`src/design/u8dw_pkg.sv`:
```
// ----------------------------------------------------------------------------
// u8dw_pkg
// Shared types, constants and classification functions for the UTF-8
// decoder with display width.
// ----------------------------------------------------------------------------
`default_nettype none

package u8dw_pkg;

  localparam int TOTAL_WIDTH_BITS = 16;
  localparam int CP_BITS          = 21;
  localparam int USED_BITS        = 3;
  localparam int COLS_BITS        = 2;
  localparam int GROUP_SLOTS      = 4;
  localparam int SLOT_BITS        = $clog2(GROUP_SLOTS);
  localparam int COUNT_BITS       = $clog2(GROUP_SLOTS + 1);
  localparam int QUEUE_DEPTH      = 4;
  localparam int QUEUE_PTR_BITS   = $clog2(QUEUE_DEPTH);
  localparam int QUEUE_CNT_BITS   = $clog2(QUEUE_DEPTH + 1);

  localparam logic [7:0] LEAD_MASK   = 8'hC0;
  localparam logic [7:0] CONT_MARK   = 8'h80;
  localparam logic [7:0] PAIR_MASK   = 8'hFE;
  localparam logic [7:0] LEAD2_MASK  = 8'hE0;
  localparam logic [7:0] LEAD3_MASK  = 8'hF0;
  localparam logic [7:0] LEAD3_MARK  = 8'hE0;
  localparam logic [7:0] LEAD_LIMIT  = 8'hF8;

  localparam logic [CP_BITS-1:0] CP_ZWJ = 21'h0200D;

  localparam logic [USED_BITS-1:0] LEN_NONE = 3'd0;
  localparam logic [USED_BITS-1:0] LEN_ONE  = 3'd1;
  localparam logic [USED_BITS-1:0] LEN_TWO  = 3'd2;
  localparam logic [USED_BITS-1:0] LEN_THREE = 3'd3;
  localparam logic [USED_BITS-1:0] LEN_FOUR = 3'd4;

  localparam logic [COLS_BITS-1:0] COLS_ZERO = 2'd0;
  localparam logic [COLS_BITS-1:0] COLS_ONE  = 2'd1;
  localparam logic [COLS_BITS-1:0] COLS_TWO  = 2'd2;

  // results caused by one request, oldest in slot 0
  typedef struct packed {
    logic [COUNT_BITS-1:0]                    count;
    logic                                     eot;
    logic [GROUP_SLOTS-1:0][CP_BITS-1:0]      cp;
    logic [GROUP_SLOTS-1:0][USED_BITS-1:0]    used;
  } cp_group_t;

  function automatic logic is_cont(input logic [7:0] b);
    return (b & LEAD_MASK) == CONT_MARK;
  endfunction

  function automatic logic in_range(input logic [CP_BITS-1:0] cp,
                                    input logic [CP_BITS-1:0] lo,
                                    input logic [CP_BITS-1:0] hi);
    return (cp >= lo) && (cp <= hi);
  endfunction

  function automatic logic is_combining_cp(input logic [CP_BITS-1:0] cp);
    return (cp == CP_ZWJ) ||
           in_range(cp, 21'h00300, 21'h0036F) ||
           in_range(cp, 21'h01AB0, 21'h01AFF) ||
           in_range(cp, 21'h01DC0, 21'h01DFF) ||
           in_range(cp, 21'h020D0, 21'h020FF) ||
           in_range(cp, 21'h0FE20, 21'h0FE2F);
  endfunction

  function automatic logic is_wide_cp(input logic [CP_BITS-1:0] cp);
    return in_range(cp, 21'h01100, 21'h0115F) ||
           in_range(cp, 21'h02E80, 21'h0A4CF) ||
           in_range(cp, 21'h0AC00, 21'h0D7A3) ||
           in_range(cp, 21'h0F900, 21'h0FAFF) ||
           in_range(cp, 21'h0FE10, 21'h0FE19) ||
           in_range(cp, 21'h0FE30, 21'h0FE6F) ||
           in_range(cp, 21'h0FF00, 21'h0FF60) ||
           in_range(cp, 21'h0FFE0, 21'h0FFE6) ||
           in_range(cp, 21'h1F300, 21'h1FAFF);
  endfunction

  function automatic logic [COLS_BITS-1:0] char_cols(input logic [CP_BITS-1:0] cp);
    logic [COLS_BITS-1:0] cols;
    if ((cp < 21'h00020) || in_range(cp, 21'h0007F, 21'h0009F)) begin
      cols = COLS_ZERO;
    end else if (is_combining_cp(cp)) begin
      cols = COLS_ZERO;
    end else if (is_wide_cp(cp)) begin
      cols = COLS_TWO;
    end else begin
      cols = COLS_ONE;
    end
    return cols;
  endfunction

endpackage

`default_nettype wire

```
`src/design/u8dw_front.sv`:
```
// ----------------------------------------------------------------------------
// u8dw_front
// Takes text bytes, tracks the partial sequence and turns each request into
// a group of up to four code points for the result side.
// ----------------------------------------------------------------------------
`default_nettype none

module u8dw_front (
  input  wire logic                  clk,
  input  wire logic                  rst,
  input  wire logic                  byte_valid,
  output logic                       byte_ready,
  input  wire logic [7:0]            text_byte,
  input  wire logic                  end_of_text,
  input  wire logic                  q_full,
  output logic                       q_push,
  output u8dw_pkg::cp_group_t        q_data
);
  import u8dw_pkg::*;

  logic [2:0][7:0]        held_bytes;
  logic [2:0][7:0]        held_bytes_next;
  logic [1:0]             held_count;
  logic [1:0]             held_count_next;
  logic [USED_BITS-1:0]   expected_length;
  logic [USED_BITS-1:0]   expected_length_next;
  cp_group_t              grp;
  logic                   accept;

  assign byte_ready = !q_full;
  assign accept     = byte_valid && byte_ready;
  assign q_push     = accept && (grp.count != '0);
  assign q_data     = grp;

  always_comb begin
    logic [2:0][7:0]       hb;
    logic [1:0]            cnt;
    logic [USED_BITS-1:0]  exp_len;
    logic                  lead;
    logic [COUNT_BITS-1:0] n;
    logic [CP_BITS-1:0]    cp;
    hb      = held_bytes;
    cnt     = held_count;
    exp_len = expected_length;
    lead    = 1'b1;
    n       = '0;
    grp     = '0;
    cp      = '0;

    if (cnt != 2'd0) begin
      if (is_cont(text_byte)) begin
        lead = 1'b0;
        if (({1'b0, cnt} + 3'd1) >= exp_len) begin
          if (exp_len == LEN_TWO) begin
            cp = {10'd0, hb[0][4:0], text_byte[5:0]};
          end else if (exp_len == LEN_THREE) begin
            cp = {5'd0, hb[0][3:0], hb[1][5:0], text_byte[5:0]};
          end else begin
            cp = {hb[0][2:0], hb[1][5:0], hb[2][5:0], text_byte[5:0]};
          end
          grp.cp[n[SLOT_BITS-1:0]]   = cp;
          grp.used[n[SLOT_BITS-1:0]] = exp_len;
          n       = n + 1'b1;
          cnt     = 2'd0;
          exp_len = LEN_NONE;
        end else begin
          hb[cnt] = text_byte;
          cnt     = cnt + 2'd1;
        end
      end else begin
        for (int i = 0; i < 3; i++) begin
          if (2'(i) < cnt) begin
            grp.cp[n[SLOT_BITS-1:0]]   = {13'd0, hb[i]};
            grp.used[n[SLOT_BITS-1:0]] = LEN_ONE;
            n = n + 1'b1;
          end
        end
        cnt     = 2'd0;
        exp_len = LEN_NONE;
      end
    end

    if (lead) begin
      if (!text_byte[7] || is_cont(text_byte) ||
          ((text_byte & PAIR_MASK) == LEAD_MASK) || (text_byte >= LEAD_LIMIT)) begin
        grp.cp[n[SLOT_BITS-1:0]]   = {13'd0, text_byte};
        grp.used[n[SLOT_BITS-1:0]] = LEN_ONE;
        n = n + 1'b1;
      end else begin
        if ((text_byte & LEAD2_MASK) == LEAD_MASK) begin
          exp_len = LEN_TWO;
        end else if ((text_byte & LEAD3_MASK) == LEAD3_MARK) begin
          exp_len = LEN_THREE;
        end else begin
          exp_len = LEN_FOUR;
        end
        hb[0] = text_byte;
        cnt   = 2'd1;
      end
    end

    if (end_of_text && (cnt != 2'd0)) begin
      for (int i = 0; i < 3; i++) begin
        if (2'(i) < cnt) begin
          grp.cp[n[SLOT_BITS-1:0]]   = {13'd0, hb[i]};
          grp.used[n[SLOT_BITS-1:0]] = LEN_ONE;
          n = n + 1'b1;
        end
      end
      cnt     = 2'd0;
      exp_len = LEN_NONE;
    end

    grp.count            = n;
    grp.eot              = end_of_text;
    held_bytes_next      = hb;
    held_count_next      = cnt;
    expected_length_next = exp_len;
  end

  always_ff @(posedge clk) begin
    if (accept) begin
      held_bytes <= held_bytes_next;
    end
  end

  always_ff @(posedge clk) begin
    if (rst) begin
      held_count      <= 2'd0;
      expected_length <= LEN_NONE;
    end else if (accept) begin
      held_count      <= held_count_next;
      expected_length <= expected_length_next;
    end
  end

endmodule

`default_nettype wire

```
`src/design/u8dw_queue.sv`:
```
// ----------------------------------------------------------------------------
// u8dw_queue
// Short first-in first-out queue of code point groups between the byte side
// and the result side.
// ----------------------------------------------------------------------------
`default_nettype none

module u8dw_queue (
  input  wire logic                  clk,
  input  wire logic                  rst,
  input  wire logic                  push,
  input  wire u8dw_pkg::cp_group_t   push_data,
  input  wire logic                  pop,
  output u8dw_pkg::cp_group_t        head,
  output logic                       full,
  output logic                       empty
);
  import u8dw_pkg::*;

  cp_group_t                 slots [QUEUE_DEPTH];
  logic [QUEUE_PTR_BITS-1:0] wr_ptr;
  logic [QUEUE_PTR_BITS-1:0] rd_ptr;
  logic [QUEUE_CNT_BITS-1:0] fill;

  assign full  = (fill == QUEUE_CNT_BITS'(QUEUE_DEPTH));
  assign empty = (fill == '0);
  assign head  = slots[rd_ptr];

  always_ff @(posedge clk) begin
    if (push) begin
      slots[wr_ptr] <= push_data;
    end
  end

  always_ff @(posedge clk) begin
    if (rst) begin
      wr_ptr <= '0;
      rd_ptr <= '0;
      fill   <= '0;
    end else begin
      if (push) begin
        wr_ptr <= wr_ptr + 1'b1;
      end
      if (pop) begin
        rd_ptr <= rd_ptr + 1'b1;
      end
      if (push && !pop) begin
        fill <= fill + 1'b1;
      end else if (pop && !push) begin
        fill <= fill - 1'b1;
      end
    end
  end

endmodule

`default_nettype wire

```
`src/design/u8dw_back.sv`:
```
// ----------------------------------------------------------------------------
// u8dw_back
// Walks each code point group one result per cycle while not stalled,
// looks up display width and combining flag, keeps saturating running total.
// ----------------------------------------------------------------------------
`default_nettype none

module u8dw_back (
  input  wire logic                                   clk,
  input  wire logic                                   rst,
  input  wire u8dw_pkg::cp_group_t                    head,
  input  wire logic                                   q_empty,
  output logic                                        q_pop,
  output logic                                        result_valid,
  input  wire logic                                   result_ready,
  output logic [u8dw_pkg::CP_BITS-1:0]                code_point,
  output logic [u8dw_pkg::USED_BITS-1:0]              bytes_used,
  output logic [u8dw_pkg::COLS_BITS-1:0]              char_width,
  output logic                                        is_combining,
  output logic [u8dw_pkg::TOTAL_WIDTH_BITS-1:0]       total_width,
  output logic                                        last_of_run,
  output logic                                        text_done
);
  import u8dw_pkg::*;

  logic [SLOT_BITS-1:0]        slot;
  logic [TOTAL_WIDTH_BITS-1:0] width_sum;
  logic [TOTAL_WIDTH_BITS-1:0] width_sum_next;
  logic [TOTAL_WIDTH_BITS:0]   sum_wide;
  logic                        load;
  logic                        last;
  logic [CP_BITS-1:0]          cur_cp;
  logic [COLS_BITS-1:0]        cur_cols;

  assign load     = !q_empty && (!result_valid || result_ready);
  assign cur_cp   = head.cp[slot];
  assign cur_cols = char_cols(cur_cp);
  assign last     = ({1'b0, slot} + 1'b1) == head.count;
  assign q_pop    = load && last;
  assign sum_wide = {1'b0, width_sum} + (TOTAL_WIDTH_BITS + 1)'(cur_cols);
  assign width_sum_next = sum_wide[TOTAL_WIDTH_BITS] ? '1 :
                          sum_wide[TOTAL_WIDTH_BITS-1:0];

  always_ff @(posedge clk) begin
    if (rst) begin
      result_valid <= 1'b0;
      slot         <= '0;
      width_sum    <= '0;
    end else begin
      if (load) begin
        result_valid <= 1'b1;
        slot         <= last ? '0 : slot + 1'b1;
        width_sum    <= (last && head.eot) ? '0 : width_sum_next;
      end else if (result_ready) begin
        result_valid <= 1'b0;
      end
    end
  end

  always_ff @(posedge clk) begin
    if (load) begin
      code_point   <= cur_cp;
      bytes_used   <= head.used[slot];
      char_width   <= cur_cols;
      is_combining <= is_combining_cp(cur_cp);
      total_width  <= width_sum_next;
      last_of_run  <= last;
      text_done    <= last && head.eot;
    end
  end

endmodule

`default_nettype wire

```
`src/design/utf8_decode_display_width_top.sv`:
```
// ----------------------------------------------------------------------------
// utf8_decode_display_width_top
// UTF-8 decoder that reports each code point with its display width.
//
// Byte channel: byte_valid/byte_ready carry text_byte and end_of_text, one
// request per cycle while byte_ready is high. Result channel:
// result_valid/result_ready carry one code point with bytes_used, char_width,
// is_combining, total_width, last_of_run and text_done.
// A request causes zero to four results, queued as one group that leaves
// through the output register one result per cycle while result_ready is
// high, so a byte causing several results occupies the result side until
// all are taken. Bytes are taken one per cycle as long as the four-group
// queue has room; plain text (one result per byte) streams at one byte per
// cycle while result_ready is high. When the receiver stalls, results wait
// in the output register and the queue fills; byte_ready drops only when
// the queue is full. Reset drops any partial sequence, empties the queue
// and clears the running total.
// ----------------------------------------------------------------------------
`default_nettype none

module utf8_decode_display_width_top (
  input  wire logic                                   clk,
  input  wire logic                                   rst,
  input  wire logic                                   byte_valid,
  output logic                                        byte_ready,
  input  wire logic [7:0]                             text_byte,
  input  wire logic                                   end_of_text,
  output logic                                        result_valid,
  input  wire logic                                   result_ready,
  output logic [u8dw_pkg::CP_BITS-1:0]                code_point,
  output logic [u8dw_pkg::USED_BITS-1:0]              bytes_used,
  output logic [u8dw_pkg::COLS_BITS-1:0]              char_width,
  output logic                                        is_combining,
  output logic [u8dw_pkg::TOTAL_WIDTH_BITS-1:0]       total_width,
  output logic                                        last_of_run,
  output logic                                        text_done
);
  import u8dw_pkg::*;

  cp_group_t push_data;
  cp_group_t head;
  logic      push;
  logic      pop;
  logic      full;
  logic      empty;

  u8dw_front u_front (
    .clk         (clk),
    .rst         (rst),
    .byte_valid  (byte_valid),
    .byte_ready  (byte_ready),
    .text_byte   (text_byte),
    .end_of_text (end_of_text),
    .q_full      (full),
    .q_push      (push),
    .q_data      (push_data)
  );

  u8dw_queue u_queue (
    .clk       (clk),
    .rst       (rst),
    .push      (push),
    .push_data (push_data),
    .pop       (pop),
    .head      (head),
    .full      (full),
    .empty     (empty)
  );

  u8dw_back u_back (
    .clk          (clk),
    .rst          (rst),
    .head         (head),
    .q_empty      (empty),
    .q_pop        (pop),
    .result_valid (result_valid),
    .result_ready (result_ready),
    .code_point   (code_point),
    .bytes_used   (bytes_used),
    .char_width   (char_width),
    .is_combining (is_combining),
    .total_width  (total_width),
    .last_of_run  (last_of_run),
    .text_done    (text_done)
  );

endmodule

`default_nettype wire

```
`config.mk`:
```
export PLATFORM = sky130hd
export DESIGN_NAME = utf8_decode_display_width_top
export DESIGN_NICKNAME = d
export VERILOG_FILES = /design/src/design/u8dw_pkg.sv /design/src/design/u8dw_front.sv /design/src/design/u8dw_queue.sv /design/src/design/u8dw_back.sv /design/src/design/utf8_decode_display_width_top.sv
export SDC_FILE = /design/constraint.sdc
export NUM_CORES = 1
export LEC_CHECK = 0
export BUFFER_PORTS_ARGS = -buffer_cell sky130_fd_sc_hd__buf_2
export CAP_MARGIN = 25
export CORE_MARGIN = 3
export CORE_UTILIZATION = 57
export DETAILED_ROUTE_END_ITERATION = 7
export MAX_ROUTING_LAYER = met4
export PLACE_DENSITY = 0.85
export SKIP_CTS_REPAIR_TIMING = 1
export SLEW_MARGIN = 20
export SYNTH_ARGS = -nofsm -noshare
export SYNTH_HDL_FRONTEND = slang
export SYNTH_SLANG_ARGS = --single-unit
```
`constraint.sdc`:
```
create_clock -name clk -period 11.3 [get_ports clk]
set_clock_uncertainty 0.1 [all_clocks]
set_input_delay 0.565 -clock clk [delete_from_list [all_inputs] [get_ports clk]]
set_output_delay 0.565 -clock clk [all_outputs]
set_load 0.005 [all_outputs]
```
; Word-level counts from Yosys, hierarchy flattened
; Memories as Yosys holds them, arrays and structs flattened. A register that Yosys moved wholly into a read port is not among the register bits.
; Cells that the tools add are included.
[classes]
add_sub_neg = 15
order_cmp = 54
n_eq_ne = 9
muxes = 114
n_bitwise = 18
reduce_logical = 60
[ops]
columns = operator, count
row1 = 96-bit 2-to-1 mux, 13
row2 = 84-bit bitwise mux, 6
row3 = 21-bit 2-to-1 mux, 13
row4 = 21-bit demux with 2-bit select, 6
row5 = 21-bit by 16-bit less-or-equal comparator with 1-bit output (second input constant), 8
row6 = 21-bit by 16-bit >= comparator with 1-bit output (second input constant), 7
row7 = 3-bit 2-to-1 mux, 35
row8 = 24-bit 2-to-1 mux, 3
row9 = 21-bit by 13-bit >= comparator with 1-bit output (second input constant), 3
row10 = 21-bit by 13-bit less-or-equal comparator with 1-bit output (second input constant), 3
row11 = 63-bit 2-to-1 mux, 1
row12 = 8-bit NOT, 6
row13 = 21-bit binary-select mux with 2-bit select, 1
row14 = 21-bit by 14-bit >= comparator with 1-bit output (second input constant), 2
row15 = 8-bit AND, 5
row16 = 3-bit demux with 2-bit select, 6
row17 = 16-bit 2-to-1 mux, 2
row18 = 8-bit 2-to-1 mux, 4
row19 = 1-bit logical AND, 30
row20 = 24-bit bitwise mux, 1
row21 = 2-bit by 3-bit less-than comparator with 1-bit output (second input constant), 8
row22 = 2-bit 2-to-1 mux, 12
row23 = 3-bit by 1-bit adder with 3-bit output (second input constant), 7
row24 = 21-bit by 14-bit equality test with 1-bit output (second input constant), 1
row25 = 35 further kinds, 87
[totals]
regBits = 100
ramBits = 400
inputBits = 13
output_inout_bits = 47
elab_cells = 289
n_memories = 1
[mem_list]
columns = name, depth, width, read_ports, rd_clocked_by_memory_dff, write_ports, line_no
row1 = u_queue.slots, 4, 100, 1, 1, 1, u8dw_queue.sv:20  ; cp_group_t slots [QUEUE_DEPTH];

; Depth between registers and ports, before layout
; Gate-level depths: netlist of the first run.
[logic_depth]
depth_word = 30
mapped_depth = 27
depth_no_buf = 27

; Hierarchy
; A second synthesis of the first run with hierarchy kept.
[hier_totals]
hier_cells = 1499
area_unflattened_um2 = 23244.8
[by_module_without_submodules]
columns = mod, n_inst, cells_per_inst, area_per_inst_um2, seq_area_each_um2
row1 = u8dw_queue, 1, 566, 14958.1, 12191.7
row2 = u8dw_front, 1, 609, 4461.8, 820.8
row3 = u8dw_back, 1, 324, 3824.9, 1731.7

; Worst setup path before layout of the first run
; No wires, ideal clock.
[synth_path]
kind = flip-flop to flip-flop
startpoint = reg u_front.held_count[0]
endpoint = mem u_queue.slots[0][0] (netlist name), enable pin
t_arrival_ns = 5.849
t_required_ns = 10.782
setup_slack_ns = 4.933
stages_incl_launch_ff = 23
path_buffers = 0
period_less_slack_ns = 6.367
cell_sequence = dfxtp_1 > inv_1 > ha_1 > ha_1 > a21o_1 > a21oi_1 > nor2_1 > a21oi_1 > ha_1 > a21oi_1 > ha_1 > nand2_1 > o21ai_0 > ha_1 > inv_1 > a21o_1 > ha_1 > o21a_1 > and3_1 > mux2i_1 > xnor2_1 > o31a_1 > and2_1
[synth_lines]
columns = element, line_no
row1 = start: declaration, u8dw_front.sv:23  ; logic [1:0] held_count;
row2 = start signal: assignment, u8dw_front.sv:132  ; held_count <= held_count_next;
row3 = end: declaration, u8dw_queue.sv:20

==> results.tsv, run 1 <==
stage	metric	value	unit
critical_path	path_class	reg -> reg	
grt	grt_pass1_vias	11232	
critical_path	required	11630	ps
logic_synthesis	syn_nets	1368	
layout	area_delta_synth_final	10.7	%
logic_synthesis	syn_area	16100	sq um
critical_path	crit_buf_inv	3	
cts	h-tree-depth	2	
logic_synthesis	synth.area.top_cells	edfxtp_1 54%, mux4_2 7.0%, dfxtp_1 4.1%	
placement	globalplace.congestion	1.03	
logic_synthesis	yosysTopAreaCellShare	53.9	%
logic_synthesis	synth_edf_count	289	
sta	rsz0062_at_grt	no	
sta	fin_hold_ws	281	ps
critical_path	timing.rr.end	u_queue.fill[2]$_SDFFE_PP0P_	
detailed_routing	ant_nets	0	
sta	relSlewSlack	32.6	%
die	die-height	174	um
layout	mostFrequentLayoutCells	289 x edfxtp_1, 129 x nand2_1, 100 x a21oi_1	
die	start_util	58.9	%
die	die_area	30300	sq um
critical_path	path_common_cell	ha_1	
cts	clkSinkCount	322	
placement	place_hpwl	29.2	mm
critical_path	cpPeakStageDelay	650	ps
sta	setup_tns	0	ps
critical_path	cp-endpoint	u_queue.fill[2]$_SDFFE_PP0P_	
sta	slew_violations	0	
die	coreArea	27300	sq um
critical_path	start_kind	flop	
job	cap_violations	0	
critical_path	crit_family	compound AO/OA/AOI/OAI gates	
cts	insertion_delay	520	ps
pwr	leakagePower	0.00636	uW
critical_path	slowest_stage	a21oi_2	
hold_path	holdCritStartpoint	result_ready	
pwr	power_density	219	nW/um^2
critical_path	cp_max_fo	19	
logic_synthesis	syn_avg_cell_area	12.2	sq um
logic_synthesis	synth_flop_cell	edfxtp_1	
detailed_routing	wl_per_cell	24.8	um
critical_path	arrival	7430	ps
critical_path	path_depth	26	
grt	overflow	0	
outcome	outcome	complete, no violations	
pwr	ir_worst_vdd	136	uV
die	row_count	60	
sta	finalCritPeriodShare	62.9	%
detailed_routing	route.vias.total	11737	
logic_synthesis	syn_inst	1317	
critical_path	end_kind	flop	
logic_synthesis	yosysSeqAreaShare	58.0	%
die	die_x	174	um
sta	worst_pin_slew	1010	ps
grt	grt_max_degree	63	
cts	cts_inserted_buffers	34	
logic_synthesis	yosysTopAreaCell	edfxtp_1	
cts	clock_path_buffers	3	
logic_synthesis	yosys_warnings	0	
grt	antenna_found_initial	0	
sta	clock.fmax	141	MHz
layout	diodes	0	
detailed_routing	vias_per_cell	6.67	
detailed_routing	drtIter0Drc	1771	
grt	grt_pass1_wl	67.2	mm
sta	finalSetupViolCount	0	
die	ios	60	
critical_path	rr_startpoint	u_front.held_count[1]$_SDFFE_PP0P_	
sta	finalCriticalPeriod	7110	ps
layout	mostFrequentLayoutCell	edfxtp_1	
layout	fin_nets	1413	
detailed_routing	dr.pass1.iters	7	
sta	hold_viol	0	
grt	grt_usage	29.4	%
logic_synthesis	async_reset_ff_share	0	%
logic_synthesis	synthDistinctLibCells	74	
cts	clk_pin_slew	60	ps
cts	cts_tree	yes	
layout	drive_above_1_share	14.9	%
placement	port_buffers	59	
detailed_routing	drc	0	
detailed_routing	routed_wl	43.6	mm
critical_path	rrSetupSlack	4190	ps
critical_path	startpoint	u_front.held_count[1]$_SDFFE_PP0P_	
hold_path	min_path_type	in -> reg	
critical_path	worstRegToRegCells	26	
cts	root_buffer	clkbuf_16	
logic_synthesis	ys_ff_latch	322	
[final cells by class]
type / count / area (sq um)
clock buffers: 42 / 932
clock inverters: 20 / 185
fillers: 1995 / 9510
inverters: 54 / 203
multi-input cells: 875 / 6270
flip-flops and latches: 322 / 9340
well taps: 372 / 465
repair buffers: 75 / 412
[cells by family (layout without fill, tap and decap cells)]
kind of cell	Yosys count	after routing	synth area share, %
buf+inv	120	191	3.02
fa+ha+maj	38	38	3.05
compound gates	311	311	12.4
flops	322	322	58.0
mux	100	100	10.3
simple gates	408	408	12.3
xor+xnor	18	18	0.980
[stage by stage]
step	cells	power (uW)	cell area [sq um]	utilization (%)	setup slack (ps)
after floorplan	1317	2400	16100	-	4930
after global placement	1697	2770	16700	61.1	4510
after detailed placement	1698	2790	16700	61.1	4370
after CTS	1760	3900	17800	65.2	4290
after global routing	1760	4070	17800	65.2	3620
final	1760	3890	17800	65.2	4190
[how the worst min path moves through the flow]
stage                                             to  cells past startpoint
floorplan           u_back.width_sum[5]$_SDFFE_PP0P_                      2
global placement    u_back.result_valid$_SDFFE_PP0P_                      2
detailed placement  u_back.result_valid$_SDFFE_PP0P_                      2
CTS                 u_back.result_valid$_SDFFE_PP0P_                      4
global route        u_back.result_valid$_SDFFE_PP0P_                      4
finish              u_back.result_valid$_SDFFE_PP0P_                      4
[cell usage after synthesis, types with 4 or more instances]
cell type / n
edfxtp_1: 289
nand2_1: 129
a21oi_1: 100
nor2_1: 80
inv_1: 52
clkbuf_1: 51
mux4_2: 50
nand3_1: 50
o21ai_0: 49
mux2i_1: 41
a22oi_1: 39
ha_1: 36
dfxtp_1: 33
nor3_1: 31
and2_1: 25
and3_1: 25
o211ai_1: 22
nand2b_1: 12
o22ai_1: 12
xor2_1: 12
a211oi_1: 10
or3_1: 9
a31oi_1: 8
buf_2: 8
nand4_1: 8
nor4_1: 8
mux2_2: 7
nor2b_1: 7
o21a_1: 7
or2_2: 7
a2bb2oi_1: 6
o21ai_1: 6
xnor2_1: 6
a21o_1: 5
o21bai_1: 5
o31ai_1: 5
a221oi_1: 4
nand4b_1: 4
o311ai_0: 4
[registers in the layout, indices dropped and copies added, names as in the netlist, named ones only]
name	count
u_queue.wr_ptr	2
u_back.char_width	2
u_front.expected_length	3
u_queue.fill	3
u_back.is_combining	1
u_back.bytes_used	3
u_queue.rd_ptr	2
u_back.text_done	1
u_back.total_width	16
u_back.slot	2
u_queue.slots	220
u_back.last_of_run	1
u_back.result_valid	1
u_front.held_bytes	24
u_back.width_sum	16
u_front.held_count	2
u_back.code_point	21
[power by group]
part           switching, uW  internal, uW  total [uW]
Clock                    465           640        1110
Combinational            724           410        1130
Sequential               109          1550        1650
[metal layers]
layer,global-route usage [%],wire [um]
met5,-,0
met4,10.7,1860
met3,5.50,4230
met2,47.0,20900
met1,38.1,16600
[worst register-to-register path, delay by kind of cell (launching register included)]
| family | cells | cell delay [ps] |
|---|---|---|
| fa+ha+maj | 7 | 1990 |
| flops | 1 | 540 |
| simple gates | 4 | 590 |
| buf+inv | 3 | 370 |
| compound gates | 8 | 2450 |
| xor+xnor | 3 | 820 |
| mux | 1 | 170 |
Note: power is estimated with default switching activity, not from simulation.
==> run 2, diff against run 1 <==
- CORE_UTILIZATION: 57 -> 56
- PLACE_DENSITY: 0.85 -> 0.87
- clock period: 11.3 -> 5.7 ns (I/O delays scaled with it)
==> run 2 against run 1 <==
Die area is 1.7% higher. Sequential power is 95% higher. Combinational power is 120% higher. Critical path depth is 2 lower. Total power is 100% higher. Non-clock buffer count is 63 higher. Fmax is 30% higher. Clock power is 97% higher. Via count is 2.6% higher. Utilization is 0.43 points higher. Highest routed layer unchanged.
==> results.tsv, run 2 (synthesis gave the netlist of run 1 again) <==
stage	metric	value	unit
outcome	outcome	complete, no violations	
detailed_routing	route.vias.total	12041	
sta	finalCritPeriodShare	96.1	%
detailed_routing	drc	0	
die	die_x	176	um
sta	finalSetupViolCount	0	
die	row_count	61	
critical_path	startpoint	u_front.held_count[1]$_SDFFE_PP0P_	
detailed_routing	vias_per_cell	6.60	
sta	fin_hold_ws	103	ps
pwr	ir_worst_vdd	276	uV
grt	overflow	0	
detailed_routing	drtIter0Drc	1643	
cts	clk_pin_slew	60	ps
critical_path	cp_max_fo	55	
critical_path	timing.rr.end	u_queue.slots[0][18]$_DFFE_PP_	
layout	mostFrequentLayoutCells	289 x edfxtp_1, 129 x nand2_1, 96 x a21oi_1	
layout	top_regs	u_queue.slots (220), u_front.held_bytes (24), u_back.code_point (21)	
placement	place_hpwl	29.6	mm
die	die_area	30800	sq um
grt	grt_usage	29.1	%
job	cap_violations	0	
layout	finish.utilization	65.6	%
sta	relSlewSlack	33.2	%
sta	clock.fmax	182	MHz
sta	slew_violations	0	
die	ios	60	
critical_path	path_class	reg -> reg	
layout	area_delta_synth_final	14.5	%
cts	cts_inserted_buffers	34	
layout	diodes	0	
layout	drive_above_1_share	19.6	%
placement	dp.cells	1755	
layout	regArea	9350	sq um
detailed_routing	ant_nets	0	
die	coreArea	28100	sq um
die	die-height	176	um
critical_path	rr_startpoint	u_front.held_count[1]$_SDFFE_PP0P_	
sta	finalCriticalPeriod	5480	ps
grt	antenna_found_initial	0	
cts	h-tree-depth	2	
sta	hold_viol	0	
cts	root_buffer	clkbuf_16	
detailed_routing	wl_per_cell	24.1	um
cts	insertion_delay	520	ps
layout	fin_nets	1476	
critical_path	end_kind	flop	
layout	largest_register	u_queue.slots	
layout	nFillCells	2058	
sta	rsz0062_at_grt	yes	
placement	globalplace.congestion	1.05	
cts	clkSinkCount	322	
die	start_util	57.3	%
detailed_routing	dr.pass1.iters	6	
grt	grt_pass1_vias	11947	
cts	clock_path_buffers	3	
critical_path	cp-endpoint	u_queue.slots[0][18]$_DFFE_PP_	
grt	grt_pass1_wl	67.4	mm
cts	cts_tree	yes	
grt	grt_max_degree	56	
critical_path	required	5720	ps
detailed_routing	routed_wl	43.9	mm
sta	worst_pin_slew	998	ps
pwr	power_density	430	nW/um^2
placement	placedInstanceArea	17200	sq um
critical_path	worstRegToRegCells	24	
layout	largest_reg_flops	220	
placement	port_buffers	59	
layout	mostFrequentLayoutCell	edfxtp_1	
layout	stdcell_count	1825	
layout	multi_input_area	6340	sq um
critical_path	arrival	5500	ps
critical_path	rrSetupSlack	220	ps
pwr	leakagePower	0.00669	uW
hold_path	min_path_type	in -> reg	
layout	design_area	18400	sq um
critical_path	start_kind	flop	
## run 2: area by class of cell
type	count	area share (%)
sequential	322	50.7
multi-input combinational	875	34.4
timing repair buffer	138	5.24
clock buffer	40	5.02
tap	378	2.57
inverter	54	1.10
clock inverter	18	0.971
## run 2: how the worst min path moves through the flow
stage / start / endpoint / slack [ps] / cells past startpoint
after floorplan: end_of_text / u_queue.slots[0][96]$_DFFE_PP_ / 280 / 0
after global placement: u_back.result_valid$_SDFFE_PP0P_ / u_back.result_valid$_SDFFE_PP0P_ / 360 / 2
after detailed placement: u_back.result_valid$_SDFFE_PP0P_ / u_back.result_valid$_SDFFE_PP0P_ / 360 / 2
after CTS: result_ready / u_back.result_valid$_SDFFE_PP0P_ / -80 / 4
after global routing: end_of_text / u_queue.slots[1][96]$_DFFE_PP_ / 90 / 1
final: end_of_text / u_queue.slots[3][96]$_DFFE_PP_ / 100 / 1
## run 2: power by group
group / total, uW / switching (uW) / internal (uW) / leakage, uW
Sequential: 3220 / 158 / 3060 / 0.00299
Clock: 2190 / 891 / 1300 / 0.000535
Combinational: 2510 / 1520 / 990 / 0.00316
## run 2: stage by stage
step / setup TNS (ps) / worst slack [ps] / power [uW]
final: 0 / 220 / 7920
after global routing: -552 / -38.4 / 8280
after CTS: -1280 / -155 / 7850
after detailed placement: -415 / -116 / 5670
after global placement: 0 / 98.8 / 5620
after floorplan: 0 / 21.5 / 4760
## run 2: worst max-delay path, stage by stage (launching register included)
cell and delay, ps:
dfxtp_1 350, inv_2 80, ha_4 280, ha_1 230, a21o_4 230, a21oi_2 150, nor2_1 90, a21oi_2 160
ha_1 280, a21oi_4 170, ha_1 260, nand2_1 60, o21ai_0 110, ha_1 290, inv_1 60, a21o_1 170
ha_1 190, o21a_1 120, and3_1 180, mux2i_1 180, xnor2_1 160, o31a_1 200, buf_4 150, and2_2 130
buf_4 640
## run 2: per-layer routing
layer	share of wire (%)	GRT usage, %	vias to the layer above	wire length (um)
met5	0	-	-	0
met4	5.3	15.0	0	2320
met3	9.8	5.51	185	4300
met2	47	45.4	806	20500
met1	38	36.8	5782	16800
li1	-	-	5268	-
==> run 3, diff against run 2 <==
- ABC_CLOCK_PERIOD_IN_PS: unset -> 5700
- CTS_BUF_LIST: unset -> sky130_fd_sc_hd__clkbuf_16
==> run 3 against run 2 <==
Non-clock buffer count is 3 higher. Clock power is 3% lower. Fmax hardly changed. Wire length is 0.47% lower. Sequential power hardly changed. Total power is 0.63% lower. Utilization hardly changed. Sequential cell count stayed put. Cell area hardly changed. Clock-buffer cell count is 5 lower.
==> results.tsv, run 3 (synthesis gave the netlist of run 1 again) <==
stage	metric	value	unit
outcome	outcome	complete, no violations	
sta	hold_viol	0	
hold_path	min_path_type	in -> reg	
critical_path	cp_max_fo	55	
die	die_area	30800	sq um
sta	slew_violations	0	
cts	cts_tree	yes	
die	ios	60	
detailed_routing	vias_per_cell	6.59	
sta	rsz0062_at_grt	yes	
detailed_routing	ant_nets	0	
layout	drive_above_1_share	19.6	%
die	row_count	61	
grt	grtUsageMet3	5.56	%
grt	grt_pass1_wl	66.5	mm
cts	clk_pin_slew	60	ps
detailed_routing	drtIter0Drc	1572	
die	die_x	176	um
placement	globalplace.congestion	1.05	
cts	h-tree-depth	2	
layout	fin_nets	1479	
grt	gr-max-usage-layer	met2	
pwr	ir_worst_vdd	276	uV
cts	clock_path_buffers	3	
grt	overflow	0	
grt	grt_usage	28.7	%
die	die-height	176	um
sta	clock.fmax	183	MHz
sta	finalCritPeriodShare	96.1	%
sta	worst_pin_slew	1040	ps
job	cap_violations	0	
layout	largest_reg_flops	220	
sta	finalSetupViolCount	0	
placement	place_hpwl	29.6	mm
placement	dp_worst_setup_slack	-116	ps
cts	cts_inserted_buffers	34	
pwr	power_density	427	nW/um^2
critical_path	end_kind	flop	
grt	antenna_found_initial	0	
cts	root_buffer	clkbuf_16	
pwr	leakagePower	0.00669	uW
layout	area_delta_synth_final	14.5	%
placement	placedInstanceArea	17200	sq um
critical_path	path_class	reg -> reg	
critical_path	start_kind	flop	
layout	diodes	0	
sta	relSlewSlack	30.3	%
detailed_routing	wl_per_cell	23.9	um
layout	design_area	18400	sq um
cts	insertion_delay	510	ps
placement	port_buffers	59	
layout	mostFrequentLayoutCells	289 x edfxtp_1, 129 x nand2_1, 96 x a21oi_1	
grt	grt_max_degree	56	
die	start_util	57.3	%
layout	mostFrequentLayoutCell	edfxtp_1	
critical_path	required	5720	ps
die	coreArea	28100	sq um
layout	largest_register	u_queue.slots	
detailed_routing	dr.pass1.iters	6	
grt	grt_pass1_vias	11830	
layout	finish.utilization	65.6	%
cts	clkSinkCount	322	
grt	grtUsageMet1	36.5	%
grt	met2_usage	44.7	%
detailed_routing	route.vias.total	12042	
sta	finalCriticalPeriod	5480	ps
detailed_routing	routed_wl	43.7	mm
critical_path	arrival	5500	ps
sta	fin_ws	221	ps
layout	top_regs	u_queue.slots (220), u_front.held_bytes (24), u_back.code_point (21)	
detailed_routing	drc	0	
## run 3: changes by cell type in the layout (fill, tap and decap cells not counted)
cell	delta
inv_1	+2
or3_4	-1
clkbuf_8	-3
nor2_2	+1
clkbuf_1	-2
or3_1	+1
nor2_1	-1
buf_4	+3
clkinv_1	+3
## run 3: final timing paths
| path | startpoint | end | slack [ps] | cells past startpoint |
|---|---|---|---|---|
| worst max-delay path | u_front.held_count[1]$_SDFFE_PP0P_ | u_queue.slots[0][18]$_DFFE_PP_ | 220 | 24 |
| worst min-delay path | end_of_text | u_queue.slots[1][96]$_DFFE_PP_ | 110 | 1 |
| worst max register to register | u_front.held_count[1]$_SDFFE_PP0P_ | u_queue.slots[0][18]$_DFFE_PP_ | 220 | 24 |
| worst min register to register | u_back.result_valid$_SDFFE_PP0P_ | u_back.result_valid$_SDFFE_PP0P_ | 370 | 2 |
## run 3: layout make-up
type                    instances  area, sq um
well taps                     378          473
flip-flops and latches        322         9350
clock buffers                  35          876
fillers                      2068         9670
multi-input cells             875         6330
repair buffers                141          988
inverters                      54          203
clock inverters                23          198
## run 3: report_power, final
part	internal (uW)	total, uW	switching, uW
registers	3060	3220	157
clock network	1250	2130	880
logic	999	2520	1520
## run 3: worst max-delay path, stage by stage, from the launching register on
cell and delay (ps):
dfxtp_1 350, inv_2 80, ha_4 280, ha_1 230, a21o_4 230, a21oi_2 150
nor2_1 90, a21oi_2 160, ha_1 280, a21oi_4 170, ha_1 260, nand2_1 60
o21ai_0 110, ha_1 300, inv_1 60, a21o_1 170, ha_1 190, o21a_1 120
and3_1 180, mux2i_1 180, xnor2_1 160, o31a_1 190, buf_4 150, and2_2 130
buf_4 660
## run 3: stage by stage
| stage | cells | hold WS (ps) | power, uW | TNS, ps |
|---|---|---|---|---|
| floorplan | 1317 | 284 | 4760 | 0 |
| global placement | 1755 | 359 | 5620 | 0 |
| detailed placement | 1755 | 361 | 5670 | -415 |
| CTS | 1813 | -72.6 | 7790 | -1660 |
| global route | 1828 | 90.8 | 8230 | -675 |
| finish | 1828 | 107 | 7870 | 0 |
## run 3: layer usage
layer / wire length, um / up-vias
li1: - / 5272
met4: 2460 / 0
met5: 0 / -
met2: 20300 / 810
met3: 4250 / 188
met1: 16700 / 5772
